[src/hw/rtl/salc_pkg.sv]
// Shared types and constants of the set-associative LRU cache simulator.
// No dependencies; the front end, back end and top level import it.
package salc_pkg;

  localparam logic [1:0] REQ_LOAD   = 2'd0;
  localparam logic [1:0] REQ_STORE  = 2'd1;
  localparam logic [1:0] REQ_MODIFY = 2'd2;
  localparam logic [1:0] REQ_OTHER  = 2'd3;

  localparam logic [1:0] REG_SET_BITS   = 2'd0;
  localparam logic [1:0] REG_WAYS_USED  = 2'd1;
  localparam logic [1:0] REG_BLOCK_BITS = 2'd2;

  // One decoded request on its way from the front end to the back end.
  typedef struct packed {
    logic        active;   // load, store or modify
    logic        modify;   // two accesses
    logic [11:0] set_idx;  // wide enough for the largest set count
    logic [63:0] tag;
  } salc_cmd_t;

endpackage

[src/hw/rtl/salc_front.sv]
// Front end: takes requests, splits the address into set index and tag,
// and pushes the decoded request into a small queue. Uses salc_pkg.
module salc_front #(
  parameter int MaxSetBits = 6
) (
  input  logic                 clk_i,
  input  logic                 rst_ni,
  input  logic                 in_valid_i,
  output logic                 in_ready_o,
  input  logic [1:0]           req_type_i,
  input  logic [63:0]          address_i,
  input  logic [2:0]           set_bits_i,
  input  logic [5:0]           block_bits_i,
  output salc_pkg::salc_cmd_t  cmd_o,
  output logic                 cmd_valid_o,
  input  logic                 cmd_ready_i
);
  import salc_pkg::*;

  localparam int Depth = 2;

  salc_cmd_t   fifo_q [Depth];
  logic        wr_ptr_q, rd_ptr_q;
  logic [1:0]  cnt_q;
  salc_cmd_t   dec;
  logic [3:0]  s_eff;
  logic [6:0]  tag_sh;
  logic [63:0] set_sh;
  logic [11:0] set_mask;
  logic        push, pop;

  always_comb begin
    s_eff = ({1'b0, set_bits_i} > 4'(MaxSetBits)) ? 4'(MaxSetBits) : {1'b0, set_bits_i};
    set_sh = address_i >> block_bits_i;
    tag_sh = 7'(block_bits_i) + 7'(s_eff);
    set_mask = 12'((13'd1 << s_eff) - 13'd1);
    dec.active = (req_type_i != REQ_OTHER);
    dec.modify = (req_type_i == REQ_MODIFY);
    dec.set_idx = set_sh[11:0] & set_mask;
    dec.tag = (tag_sh >= 7'd64) ? 64'd0 : (address_i >> tag_sh[5:0]);
  end

  assign in_ready_o  = (cnt_q != 2'(Depth));
  assign push        = in_valid_i && in_ready_o;
  assign cmd_valid_o = (cnt_q != 2'd0);
  assign pop         = cmd_valid_o && cmd_ready_i;
  assign cmd_o       = fifo_q[rd_ptr_q];

  always_ff @(posedge clk_i) begin
    if (push) fifo_q[wr_ptr_q] <= dec;
  end

  always_ff @(posedge clk_i or negedge rst_ni) begin
    if (!rst_ni) begin
      wr_ptr_q <= 1'b0;
      rd_ptr_q <= 1'b0;
      cnt_q    <= 2'd0;
    end else begin
      if (push) wr_ptr_q <= ~wr_ptr_q;
      if (pop)  rd_ptr_q <= ~rd_ptr_q;
      cnt_q <= cnt_q + 2'(push) - 2'(pop);
    end
  end

endmodule

[config.mk]
export PLATFORM = sky130hd
export DESIGN_NAME = salc_front
export DESIGN_NICKNAME = d
export VERILOG_FILES = /design/src/hw/rtl/salc_pkg.sv /design/src/hw/rtl/salc_front.sv
export SDC_FILE = /design/constraint.sdc
export NUM_CORES = 1
export LEC_CHECK = 0
export BUFFER_PORTS_ARGS = -buffer_cell sky130_fd_sc_hd__buf_2
export CORE_UTILIZATION = 40
export CTS_BUF_LIST = sky130_fd_sc_hd__clkbuf_2
export DETAILED_ROUTE_END_ITERATION = 7
export PLACE_DENSITY = 0.63
export SETUP_SLACK_MARGIN = 0.1
export SYNTH_ARGS = -nofsm -noshare
export SYNTH_HDL_FRONTEND = slang
export SYNTH_SLANG_ARGS = --single-unit
[constraint.sdc]
create_clock -name clk_i -period 4.65 [get_ports clk_i]
set_input_delay 0 -clock clk_i [delete_from_list [all_inputs] [get_ports clk_i]]
set_output_delay 0 -clock clk_i [all_outputs]
set_load 0.02 [all_outputs]
==> qor.csv <==
metric,value,unit
layout_setup_ws,0.6857,ns
setup-violations-final,0,
drv_slew,0,
grt_pass1_vias,8573,
final_common_cell,mux2i_1,
die_w,177.1,µm
synth_edf_count,156,
yosysWarnings,0,
maxCapViolCount,0,
core,29870,µm²
hpwl,26390,µm
yosysSeqAreaShare,39.02,%
place_ws,0.4441,ns
ir_drop,172.5,µV
async_flop_share,2.500,%
cts_hold_buffers,20,
hold_viol,0,
cts_setup_buffers,0,
drtAntennaViolNets,0,
hp-class,primary input to flip-flop,
required,5.12,ns
avgSynthCellArea,12.71,µm²
io_pins,159,
clkLatencyLatePin,0.74,ns
min_period,3.964,ns
clkTransAtPathRegs,0.23,ns
synth.top_cell.area_share,38.20,%
drc,0,
final_nets,1195,
power,6.232,mW
synth_area,12260,µm²
gp_congestion,0.9504,
vias_per_cell,5.929,
crit_fanout,49,
grtUsageTotal,22.55,%
h-tree-depth,4,
worst_slew_pin_slew,0.9769,ns
clock.fmax,252.3,MHz
cts_tree,built,
mostFrequentLayoutCells,"227 x mux2i_1, 157 x buf_2, 156 x edfxtp_1, 100 x mux2_2, 69 x nand2_1",
setup_tns,0,ns
slew_headroom,34.18,%
p_leak,5.507,nW
clockBufferDepth,2,
start_util,41.04,%
overflow,0,
syn2layout_area_growth,12.77,%
grt_max_degree,71,
wl_per_cell,23.15,µm
post-synth-top-area-cell,edfxtp_1,
synthCells,965,
cts_resized,0,
min_period_over_period,85.25,%
antenna_found_initial,1,
die_height,177.1,µm
placement.io_buffers,158,
post_route_cells_drive_above_1_share,35.17,%
ys_types,63,
synth-seq-cells,160,
path_class,primary input to flip-flop,
endpoint_kind,flip-flop,
fp.dieArea,31360,µm²
rsz0062_at_grt,false,
rows,63,
drt_iter0_markers,762,
ys.flop_type,edfxtp_1,
synth.area.top_cells,"edfxtp_1 38%, mux2i_1 19%, mux4_2 12%, mux2_2 9.2%, nand2_1 2.1%",
clockRootBuffer,clkbuf_2,
cp.arrival,4.43,ns
fin_worst_skew,0.04186,ns
grt_pass1_wl,52970,µm
startpoint_type,primary input,
wirelength,35060,µm
powerDensity,450.7,nW/µm²
status,"complete, no violations",
cts_inserted_buffers,17,
n_fill_cell,2781,
via_count,8977,
drt-pass1-iter-count,5,
cts_num_sinks,160,
-- area by class of cell --
| type | instances | area (µm²) | area share [%] |
|---|---|---|---|
| clock inverter | 14 | 168.9 | 1.222 |
| timing repair buffer | 196 | 1154 | 8.343 |
| antenna | 1 | 2.502 | 0.01810 |
| inverter | 5 | 18.77 | 0.1357 |
| clock buffer | 18 | 90.09 | 0.6515 |
| sequential | 160 | 4788 | 34.63 |
| multi-input combinational | 730 | 7117 | 51.47 |
| tap | 390 | 488.0 | 3.529 |
-- metal layers --
layer | vias up | routed length, µm | GRT usage, %
li1 | 4095 | - | -
met1 | 4499 | 16030 | 32.56
met2 | 343 | 16070 | 34.78
met3 | 40 | 1948 | 3.093
met4 | 0 | 1011 | 7.220
met5 | - | 0 | 0
-- power by group --
part	internal, mW	total [mW]	switching, mW
Sequential	2.09	2.26	0.171
Combinational	1.27	3.18	1.92
Clock	0.272	0.793	0.521
Total	3.62	6.23	2.61
-- sequential cells by signal, indices dropped and copies added (netlist names) --
register,count
rd_ptr_q,1
cnt_q,2
fifo_q,156
wr_ptr_q,1
-- synth_stat cells, types with 5 or more instances --
cell / n
a211oi_1: 6
a21oi_1: 33
a22oi_1: 17
a31oi_1: 5
and2_1: 13
and3_1: 7
buf_2: 38
buf_4: 11
clkbuf_1: 22
edfxtp_1: 156
ha_1: 5
mux2_2: 100
mux2i_1: 227
mux4_1: 9
mux4_2: 65
nand2_1: 69
nand3_1: 11
nor2_1: 40
nor2b_1: 6
nor3_1: 7
o211ai_1: 14
o21ai_0: 12
o22ai_1: 12
xnor2_1: 5
-- stage by stage --
step	hold WS (ns)	area, µm²	cells	util [%]
finish	0.1374	13830	1514	46.28
detailed placement	-0.1884	13370	1461	44.74
global placement	-0.1897	13370	1461	44.74
CTS	0.03877	13820	1513	46.27
global route	0.09140	13830	1514	46.28
floorplan	-0.2956	12300	976	-
-- critical path, stage by stage --
cell           delay [ns]
dlygate4sd3_1        0.52
buf_2                0.20
nand2_1              0.11
and2_1               0.19
ha_4                 0.16
fa_4                 1.27
mux2i_1              0.31
o22ai_1              0.20
mux2i_1              0.68
mux2i_1              0.33
a22oi_1              0.30
a31oi_1              0.13
-- cell families after synthesis --
group                      synth area share, %
buffers and inverters                    3.878
AOI/OAI and AO/OA                        6.704
muxes                                    42.19
and+or+nand+nor                          6.265
xor gates and xnor gates                 1.235
adders and majority gates               0.6735
other                                  0.03058
DFF                                      39.02
-- final timing paths --
path	startpoint	to	slack, ns	depth (start not counted)
setup / recovery	set_bits_i[1]	fifo_q[1][1]	0.69	12
hold / removal	cmd_ready_i	rd_ptr_q	0.14	4
setup reg to reg	cnt_q[1]	fifo_q[0][9]	2.47	5
hold reg to reg	cnt_q[1]	cnt_q[1]	0.51	1
max in group asynchronous	rst_ni	rd_ptr_q	4.25	3
min in group asynchronous	rst_ni	rd_ptr_q	0.19	3
No activity file was read; power rests on OpenSTA's default activity.
